$ cat src/rtl/core/tkpq_pkg.sv
package tkpq_pkg;

  localparam int TAG_W  = 8;
  localparam int KEY_W  = 16;
  localparam int KIND_W = 2;
  localparam int STAT_W = 2;
  localparam int OCC_W  = 5;

  typedef enum logic [KIND_W-1:0] {
    KIND_INSERT  = 2'd0,
    KIND_DEQUEUE = 2'd1,
    KIND_CLEAR   = 2'd2
  } kind_t;

  typedef enum logic [STAT_W-1:0] {
    STATUS_OK    = 2'd0,
    STATUS_EMPTY = 2'd1,
    STATUS_FULL  = 2'd2
  } status_t;

  typedef struct packed {
    logic [TAG_W-1:0] tag;
    logic [KEY_W-1:0] labor;
    logic [KEY_W-1:0] recovery;
  } entry_t;

  // Output register handshake state
  typedef enum logic {
    ST_IDLE,
    ST_HOLD
  } ctrl_state_t;

  typedef struct packed {
    logic    insert;
    logic    dequeue;
    logic    clear;
    logic    load;
    status_t status;
  } dp_cmd_t;

  typedef struct packed {
    logic full;
    logic empty;
  } dp_stat_t;

endpackage

$ cat src/rtl/core/tkpq_ctrl.sv
module tkpq_ctrl (
  input  logic               clk,
  input  logic               rst_n,
  input  logic               in_valid,
  input  logic [1:0]         in_kind,
  output logic               in_stall,
  output logic               out_valid,
  input  logic               out_stall,
  input  tkpq_pkg::dp_stat_t stat,
  output tkpq_pkg::dp_cmd_t  cmd
);
  import tkpq_pkg::*;

  ctrl_state_t state_r, state_nxt;
  logic        accept;

  // Output register may be refilled in the same cycle it drains
  assign in_stall  = (state_r == ST_HOLD) && out_stall;
  assign out_valid = (state_r == ST_HOLD);
  assign accept    = in_valid && !in_stall;

  always_ff @(posedge clk) begin
    if (!rst_n) begin
      state_r <= ST_IDLE;
    end else begin
      state_r <= state_nxt;
    end
  end

  always_comb begin
    state_nxt = state_r;
    case (state_r)
      ST_IDLE: begin
        if (accept) state_nxt = ST_HOLD;
      end
      ST_HOLD: begin
        if (!accept && !out_stall) state_nxt = ST_IDLE;
      end
      default: state_nxt = ST_IDLE;
    endcase
  end

  always_comb begin
    cmd         = '0;
    cmd.status  = STATUS_OK;
    cmd.load    = accept;
    if (accept) begin
      case (kind_t'(in_kind))
        KIND_INSERT: begin
          if (stat.full) cmd.status = STATUS_FULL;
          else           cmd.insert = 1'b1;
        end
        KIND_DEQUEUE: begin
          if (stat.empty) cmd.status  = STATUS_EMPTY;
          else            cmd.dequeue = 1'b1;
        end
        KIND_CLEAR: cmd.clear = 1'b1;
        default: ;
      endcase
    end
  end

endmodule

$ cat src/rtl/core/tkpq_datapath.sv
module tkpq_datapath #(
  parameter int DEPTH = 16
) (
  input  logic                        clk,
  input  logic                        rst_n,
  input  tkpq_pkg::dp_cmd_t           cmd,
  input  logic [tkpq_pkg::TAG_W-1:0]  in_patient_tag,
  input  logic [tkpq_pkg::KEY_W-1:0]  in_labor_time,
  input  logic [tkpq_pkg::KEY_W-1:0]  in_recovery_time,
  output tkpq_pkg::dp_stat_t          stat,
  output logic [tkpq_pkg::STAT_W-1:0] out_status,
  output logic [tkpq_pkg::TAG_W-1:0]  out_tag,
  output logic [tkpq_pkg::KEY_W-1:0]  out_labor,
  output logic [tkpq_pkg::KEY_W-1:0]  out_recovery,
  output logic [tkpq_pkg::OCC_W-1:0]  out_occupancy
);
  import tkpq_pkg::*;

  localparam int CNT_W = $clog2(DEPTH + 1);

  entry_t             entry_r   [DEPTH];
  entry_t             entry_nxt [DEPTH];
  logic [DEPTH-1:0]   goes_here;
  logic [CNT_W-1:0]   count_r, count_nxt;
  entry_t             new_entry;
  logic               shift_en;

  status_t            status_r;
  entry_t             head_r;
  logic [OCC_W-1:0]   occ_r;

  assign new_entry = '{tag: in_patient_tag, labor: in_labor_time,
                       recovery: in_recovery_time};
  assign shift_en  = cmd.insert || cmd.dequeue;

  assign stat.full  = (count_r == CNT_W'(DEPTH));
  assign stat.empty = (count_r == '0);

  genvar i;
  generate
    for (i = 0; i < DEPTH; i++) begin : g_cell
      // Empty slots act as +infinity; equal keys fall after existing entries
      assign goes_here[i] = (CNT_W'(i) >= count_r) ||
                            ({new_entry.labor, new_entry.recovery} <
                             {entry_r[i].labor, entry_r[i].recovery});

      always_comb begin
        entry_nxt[i] = entry_r[i];
        if (cmd.insert) begin
          if (goes_here[i]) begin
            if (i > 0) begin
              entry_nxt[i] = goes_here[(i > 0) ? i - 1 : 0] ?
                             entry_r[(i > 0) ? i - 1 : 0] : new_entry;
            end else begin
              entry_nxt[i] = new_entry;
            end
          end
        end else if (cmd.dequeue) begin
          if (i < DEPTH - 1) entry_nxt[i] = entry_r[(i < DEPTH - 1) ? i + 1 : i];
        end
      end

      always_ff @(posedge clk) begin
        if (shift_en) entry_r[i] <= entry_nxt[i];
      end
    end
  endgenerate

  always_comb begin
    count_nxt = count_r;
    if (cmd.clear)        count_nxt = '0;
    else if (cmd.insert)  count_nxt = count_r + CNT_W'(1);
    else if (cmd.dequeue) count_nxt = count_r - CNT_W'(1);
  end

  always_ff @(posedge clk) begin
    if (!rst_n) begin
      count_r <= '0;
    end else begin
      count_r <= count_nxt;
    end
  end

  always_ff @(posedge clk) begin
    if (cmd.load) begin
      status_r <= cmd.status;
      head_r   <= cmd.dequeue ? entry_r[0] : '0;
      occ_r    <= OCC_W'(count_nxt);
    end
  end

  assign out_status    = status_r;
  assign out_tag       = head_r.tag;
  assign out_labor     = head_r.labor;
  assign out_recovery  = head_r.recovery;
  assign out_occupancy = occ_r;

endmodule

$ cat src/rtl/core/two_key_priority_queue_unit.sv
// Result: loaded into the output register at the end of the accepting cycle.
// Throughput: 1 item per cycle while in_stall is low; each insert or dequeue
//   is one shift of the sorted register row, with one key compare per slot.
// Reset (rst_n low, synchronous): queue emptied, output register invalid.
//   Slot contents are not cleared; only slots below the count are read.
module two_key_priority_queue_unit #(
  parameter int DEPTH = 16
) (
  input  logic                        clk,
  input  logic                        rst_n,
  input  logic                        in_valid,
  output logic                        in_stall,
  input  logic [tkpq_pkg::KIND_W-1:0] in_kind,
  input  logic [tkpq_pkg::TAG_W-1:0]  in_patient_tag,
  input  logic [tkpq_pkg::KEY_W-1:0]  in_labor_time,
  input  logic [tkpq_pkg::KEY_W-1:0]  in_recovery_time,
  output logic                        out_valid,
  input  logic                        out_stall,
  output logic [tkpq_pkg::STAT_W-1:0] out_status,
  output logic [tkpq_pkg::TAG_W-1:0]  out_tag,
  output logic [tkpq_pkg::KEY_W-1:0]  out_labor,
  output logic [tkpq_pkg::KEY_W-1:0]  out_recovery,
  output logic [tkpq_pkg::OCC_W-1:0]  out_occupancy
);
  import tkpq_pkg::*;

  dp_cmd_t  cmd;
  dp_stat_t stat;

  tkpq_ctrl u_ctrl (
    .clk       (clk),
    .rst_n     (rst_n),
    .in_valid  (in_valid),
    .in_kind   (in_kind),
    .in_stall  (in_stall),
    .out_valid (out_valid),
    .out_stall (out_stall),
    .stat      (stat),
    .cmd       (cmd)
  );

  tkpq_datapath #(
    .DEPTH (DEPTH)
  ) u_datapath (
    .clk              (clk),
    .rst_n            (rst_n),
    .cmd              (cmd),
    .in_patient_tag   (in_patient_tag),
    .in_labor_time    (in_labor_time),
    .in_recovery_time (in_recovery_time),
    .stat             (stat),
    .out_status       (out_status),
    .out_tag          (out_tag),
    .out_labor        (out_labor),
    .out_recovery     (out_recovery),
    .out_occupancy    (out_occupancy)
  );

endmodule
$ cat config.mk
export PLATFORM = sky130hd
export DESIGN_NAME = two_key_priority_queue_unit
export DESIGN_NICKNAME = d
export VERILOG_FILES = /design/src/rtl/core/tkpq_pkg.sv /design/src/rtl/core/tkpq_ctrl.sv /design/src/rtl/core/tkpq_datapath.sv /design/src/rtl/core/two_key_priority_queue_unit.sv
export SDC_FILE = /design/constraint.sdc
export NUM_CORES = 2
export LEC_CHECK = 0
export ABC_AREA = 1
export BUFFER_PORTS_ARGS = -buffer_cell sky130_fd_sc_hd__buf_2
export CAP_MARGIN = 20
export CORE_AREA = 5 5 288 290
export DETAILED_ROUTE_END_ITERATION = 10
export DIE_AREA = 0 0 293 295
export HOLD_SLACK_MARGIN = 0.02
export PLACE_DENSITY = 0.72
export RECOVER_POWER = 25
export SYNTH_ARGS = -nofsm -noshare
export SYNTH_HDL_FRONTEND = slang
export SYNTH_SLANG_ARGS = --single-unit
$ cat constraint.sdc
create_clock -name clk -period 5.15 [get_ports clk]
set_clock_uncertainty 0.05 [all_clocks]
set_input_delay 0.7725 -clock clk [delete_from_list [all_inputs] [get_ports clk]]
set_output_delay 0.7725 -clock clk [all_outputs]
set_load 0.03 [all_outputs]
### Yosys cells after proc, flatten, opt, wreduce, memory -nomap -nowiden

Memory sizes are Yosys's and may differ from the RTL's.
Index checks and enable logic that the tools add are counted.

* magnitude comparators: 32
* bitwise gates (word level): 1
* reductions and logical operators: 25
* muxes and demuxes: 79
* equality and inequality tests: 3
* add/subtract/negate cells: 2

Operators by type and width (number)
* two-way mux 40 bit: 62
* < comparator 32 bit: 16
* greater-or-equal comparator 4 x 5 -> 1 bit, first input constant: 8
* greater-or-equal comparator 3 x 5 -> 1 bit, first input constant: 4
* logical OR 1 bit: 17
* two-way mux 5 bit: 3
* greater-or-equal comparator 1 x 5 -> 1 bit, first input constant: 2
* greater-or-equal comparator 2 x 5 -> 1 bit, first input constant: 2
* two-way mux 1 bit: 10
* adder 5 x 1 -> 5 bit, second input constant: 1
* == test 5 bit, second input constant: 1
* zero test 5 bit: 1
* subtractor 5 x 1 -> 5 bit, second input constant: 1
* one-hot mux 2 bit (2 select lines): 1
* logical AND 1 bit: 3
* zero test 1 bit: 3
* two-way mux 3 bit: 1
* == test 2 x 1 -> 1 bit, second input constant: 1
* == test 2 bit, second input constant: 1
* zero test 2 bit: 1
* two-way mux 2 bit: 1
* one-hot mux 1 bit (2 select lines): 1
* inverter 1 bit: 1

* register bits after elaboration: 53
* input port bits: 46
* logic and storage cells: 150
* memories: 1
* memory bits (writable): 640

Memories
* u_datapath.entry_r: depth 16, bits a word 40, rd ports 16, clocked after Yosys merged registers in 0, wr ports 16, line tkpq_datapath.sv:21 `entry_t entry_r [DEPTH];`

### Longest topological paths before layout

* word-level depth: 7
* depth in mapped cells: 19

### Hierarchy

A second synthesis with hierarchy kept.

* cells, all modules: 6389
* area, all modules: 47800.8 um2

Modules (own cells, without submodules)
* tkpq_datapath: instances 1, cells an instance 6366, area each 47680.7 um2
* tkpq_ctrl: instances 1, cells an instance 23, area each 120.1 um2

### Least setup slack after synthesis

OpenSTA, ideal clock, no wires.

* kind: input port to flip-flop
* start point: in in_kind[0] in the netlist's numbering
* end point: mem u_datapath.entry_r[15][0] in the netlist's numbering (enable)
* cell stages on the path: 7
* arrival: 3.650 ns
* slack: 1.000 ns
* data required time: 4.649 ns
* cell sequence: or2_1 nor2_1 nand2_1 buf_4 buf_2 clkbuf_1 a21oi_1

RTL lines
* start, declared: line two_key_priority_queue_unit.sv:13 `input logic [tkpq_pkg::KIND_W-1:0] in_kind,`
* end, declared: line tkpq_datapath.sv:21

==> results.md <==
STA:
- In the post-route analysis, the smallest setup slack over all paths is 597 ps.
- The final number of max-transition violations is between 80 and 90.
- The relative slew slack is -131%.
- The post-route setup TNS is 0 ps.
- The time the worst path needs with I/O delays and setup is 4550 ps.
- Setup repair after global routing left no endpoint under its margin.
- The count of final setup violators is 0.
- For the pin with the worst max-slew slack, the measured transition is 3470 ps.
- The worst slack on hold paths is about 340 ps.
- Derived from the worst setup path, the maximum achievable clock frequency is 220 MHz.
- The final count of hold timing violations was 0.
- The worst path uses between 80% and 90% of the clock period.

Pwr:
- The total power divided by cell area is ~300 nW/um2.
- The maximum resistive drop on vdd is around 290 uV.
- Summed over all cells, the static leakage comes to 29.8 nW.

Global routing:
- Across every metal layer, demand over resource in global routing totals around a third.
- The via count of the first global-routing pass is 39520.
- The wire length of the first global-routing pass is 220000 um.
- The initial antenna violation count came to 1.
- The largest net degree at the start of global routing is 203.
- The total overflow left after global routing is 0.

Route:
- Wires add up to around 140000 um.
- After detailed routing, the number of vias per cell comes to 5.53.
- In this run, the number of DRC markers left after iteration 0 of detailed routing was approximately 4400.
- In the routed design, unresolved DRC markers number 0.
- The count of nets left with antenna violations once routing finished came out at 0.
- The total iterations of the first detailed-routing run is 6.
- In the final routed layout, each cell accounts on average for roughly 19 um.
- The routed layout has a little over 40000 vias.

Outcome:
- The checks that failed: max-capacitance violations, max-slew violations.
- The flow ran to the end, but the final reports show violations.

Floorplan:
- The vertical die dimension is 295 um.
- The floorplan has 104 rows.
- The effective utilization at floorplan is 59.5%.
- The area enclosed by the die boundary is 86400 um2.
- The I/O pin total is between 90 and 100.
- The core region is 80000 um2.
- The die is 293 um wide.

Critical path:
- The worst register-to-register path begins at u_datapath.entry_r[14][5].
- The required time at the endpoint of the critical path is 5580 ps.
- The worst endpoint data arrival time is ~5000 ps.
- The cell with the biggest individual delay on the critical path is sky130_fd_sc_hd__clkbuf_1.
- The cell that appears most often on the critical path is sky130_fd_sc_hd__nand2_1.
- The setup check on the worst reg-to-reg path leaves a slack of between 700 and 800 ps.
- On the worst path, the slowest cell contributes a delay of 2040 ps.
- The cell depth of the worst flop-to-flop path is 14.
- In this run the worst setup path terminates at u_datapath.entry_r[15][4].
- Walking the worst path, the cells encountered are buf_2 -> ha_1 -> a21oi_1 -> nor2_1 -> a211oi_1 -> nand2_1 -> nand2_1 -> nand2_1 -> nand3_1 -> nand2_1 -> nand2_2 -> clkbuf_1 -> nand2_1 -> nand2_1.
- The critical path endpoint category is a flop.
- The critical path class is in -> reg.
- The endpoint identified for the worst register-to-register timing path is u_datapath.entry_r[15][4].
- The critical path startpoint is in_recovery_time[5].
- The worst setup path is launched from a primary input.
- In this run the worst path has a maximum fanout of 40.

Final layout:
- The count of filler cells inserted in the layout is 7040.
- Once layout is complete, the utilization of the core stands at approximately 64%.
- The number of nets in the finished design is 6881.
- The multi-input logic area is 22700 um2.
- Cells with a size suffix above 1 make up 4.13% of the layout.
- The repair_antennas step left the layout with diodes totalling 0.
- The sequential cell area is 20700 um2.
- The area growth from synthesis to layout is 7.76%.

Yosys:
- The average cell area after synthesis is 7.51 um2.
- The synthesized instance count is 6337.
- Of the synthesized area, sequential elements account for between 40 and 50%.
- Yosys attributes the largest share of cell area to sky130_fd_sc_hd__edfxtp_1 43%, sky130_fd_sc_hd__nand2_1 27%, sky130_fd_sc_hd__ha_1 13%, sky130_fd_sc_hd__inv_1 5.9%, sky130_fd_sc_hd__a21oi_1 2.6%.
- When the netlist entered floorplanning its net count stood at between 6000 and 7000.
- The number of warnings reported in the yosys synthesis log is 0.
- The count of different cell masters after synthesis is 32.
- The synthesized design spends more area on one cell type than any other, namely sky130_fd_sc_hd__edfxtp_1.
- The cell area that synthesis handed to floorplanning was 47600 um2.
- The share of the synthesized area in the top cell type is 43.4%.
- The synthesized design contains 693 register bits.

Placement:
- The worst slack after detailed placement is ~1100 ps.
- Summed over all nets, the half-perimeter wirelength after detailed placement is 95500 um.
- The congestion estimate from routability-driven global placement came to 0.949.
- The number of input and output port buffers inserted is 94.

Run:
- The max-capacitance violation count is 2.

Clock network:
- In this run the deepest clock path goes through 3 buffers.
- The number of hold buffers added after cts is 0.
- The number of clock buffers added by TritonCTS is 80.
- Post-CTS timing repair inserted 0 buffers for setup.
- The clock latency of the later-clocked register in the worst-skew pair is 650 ps.
- TritonCTS built the clock tree.
- The clock root buffer is sky130_fd_sc_hd__clkbuf_16.
- Clock-pin slew was measured on the worst setup and hold paths at 60 ps.
- The CTS H-tree depth is 3.
- The sink count of the clock tree is 693.
- The post-cts sizing count is 0.

Worst hold path:
- The path category of the worst min-delay check is in -> reg.
- The cell depth of the worst min-delay path is 3.
-- how the worst min path moves through the flow --
stage | from | to
floorplan | u_datapath.entry_r[15][32] | u_datapath.entry_r[14][32]
global placement | u_datapath.entry_r[15][33] | u_datapath.entry_r[14][33]
detailed placement | u_datapath.entry_r[15][39] | u_datapath.entry_r[14][39]
CTS | in_valid | u_ctrl.out_valid
global route | in_valid | u_ctrl.out_valid
finish | in_valid | u_ctrl.out_valid
-- logic make-up (layout without fill, tap and decap cells) --
family,after synthesis,count (layout),share of synthesized area [%]
adders and majority gates,501,501,13.2
xor gates and xnor gates,2,2,0.0368
buffers and inverters,999,1059,8.70
and+or+nand+nor,3758,3758,30.3
DFF,693,693,43.6
AOI/OAI and AO/OA,384,384,4.16
-- state kept, by name, summed over array words and instances, names as in the netlist --
| name | count |
|---|---|
| u_datapath.entry_r | 640 |
| u_datapath.out_status | 2 |
| u_datapath.out_recovery | 16 |
| u_datapath.count_r | 5 |
| u_ctrl.out_valid | 1 |
| u_datapath.out_occupancy | 5 |
| u_datapath.out_labor | 16 |
| u_datapath.out_tag | 8 |
-- power breakdown --
group	total (mW)	leakage [nW]	internal, mW	switching, mW
logic	2.73	22.1	0.808	1.92
clock network	5.76	1.25	3.30	2.46
registers	6.81	6.41	6.65	0.155
total	15.3	29.8	10.8	4.53
-- stage by stage --
step,instances,power (mW),instance area [um2]
floorplan,6337,8.65,47600
global placement,7312,9.49,48900
detailed placement,7312,9.59,48900
CTS,7457,15.3,51400
global route,7457,15.9,51300
finish,7457,15.3,51300
-- synth_stat cells --
cell type	n
sky130_fd_sc_hd__o211ai_1	5
sky130_fd_sc_hd__clkbuf_1	70
sky130_fd_sc_hd__clkinv_1	1
sky130_fd_sc_hd__nor2_1	177
sky130_fd_sc_hd__nor3_1	36
sky130_fd_sc_hd__and3_1	1
sky130_fd_sc_hd__inv_1	751
sky130_fd_sc_hd__nand4_1	21
sky130_fd_sc_hd__nand2_1	3406
sky130_fd_sc_hd__xor2_1	2
sky130_fd_sc_hd__buf_6	20
sky130_fd_sc_hd__edfxtp_1	687
sky130_fd_sc_hd__ha_1	501
sky130_fd_sc_hd__buf_4	22
sky130_fd_sc_hd__nand2_2	28
sky130_fd_sc_hd__o31ai_1	1
sky130_fd_sc_hd__a211oi_1	4
sky130_fd_sc_hd__o21a_1	11
sky130_fd_sc_hd__o21ai_0	114
sky130_fd_sc_hd__buf_1	7
sky130_fd_sc_hd__inv_2	2
sky130_fd_sc_hd__a21oi_1	243
sky130_fd_sc_hd__a41oi_1	1
sky130_fd_sc_hd__a31oi_1	2
sky130_fd_sc_hd__nand2_4	4
sky130_fd_sc_hd__buf_2	126
sky130_fd_sc_hd__dfxtp_1	6
sky130_fd_sc_hd__nor4_1	5
sky130_fd_sc_hd__nand3_1	75
sky130_fd_sc_hd__o21ai_1	3
sky130_fd_sc_hd__nand3b_1	4
sky130_fd_sc_hd__or2_1	1
-- critical path: cells and delay by family --
family / cells / cell delay (ps)
buffers and inverters: 2 / 2420
AND/OR/NAND/NOR: 9 / 1110
AO/OA/AOI/OAI: 2 / 300
adder cells (fa/ha/maj): 1 / 340
-- cell usage in the layout (no fill, tap or decap), types with 11 or more instances in the layout --
master                      count
sky130_fd_sc_hd__a21oi_1      242
sky130_fd_sc_hd__buf_12        16
sky130_fd_sc_hd__buf_2         45
sky130_fd_sc_hd__buf_4         39
sky130_fd_sc_hd__clkbuf_1      67
sky130_fd_sc_hd__clkbuf_16     81
sky130_fd_sc_hd__clkinv_1      19
sky130_fd_sc_hd__clkinv_2      11
sky130_fd_sc_hd__edfxtp_1     687
sky130_fd_sc_hd__ha_1         501
sky130_fd_sc_hd__inv_1        751
sky130_fd_sc_hd__nand2_1     3398
sky130_fd_sc_hd__nand2_2       38
sky130_fd_sc_hd__nand3_1       75
sky130_fd_sc_hd__nand4_1       21
sky130_fd_sc_hd__nor2_1       177
sky130_fd_sc_hd__nor3_1        36
sky130_fd_sc_hd__o21a_1        11
sky130_fd_sc_hd__o21ai_0      114
-- metal layers --
layer	share of wire, %	track usage [%]	wire, um
met5	0	0	0
met4	4.7	14.1	6790
met3	9.8	6.42	14200
met2	47	55.3	67900
met1	38	40.8	55600
-- layout make-up --
class                      instances  area share, %
clock buffer                      96           4.06
clock inverter                    49          0.949
multi-input combinational       4645           44.3
inverter                         754           5.52
sequential                       693           40.5
tap                             1060           2.59
timing repair buffer             160           2.09
Power figures use the tool's default switching activity.
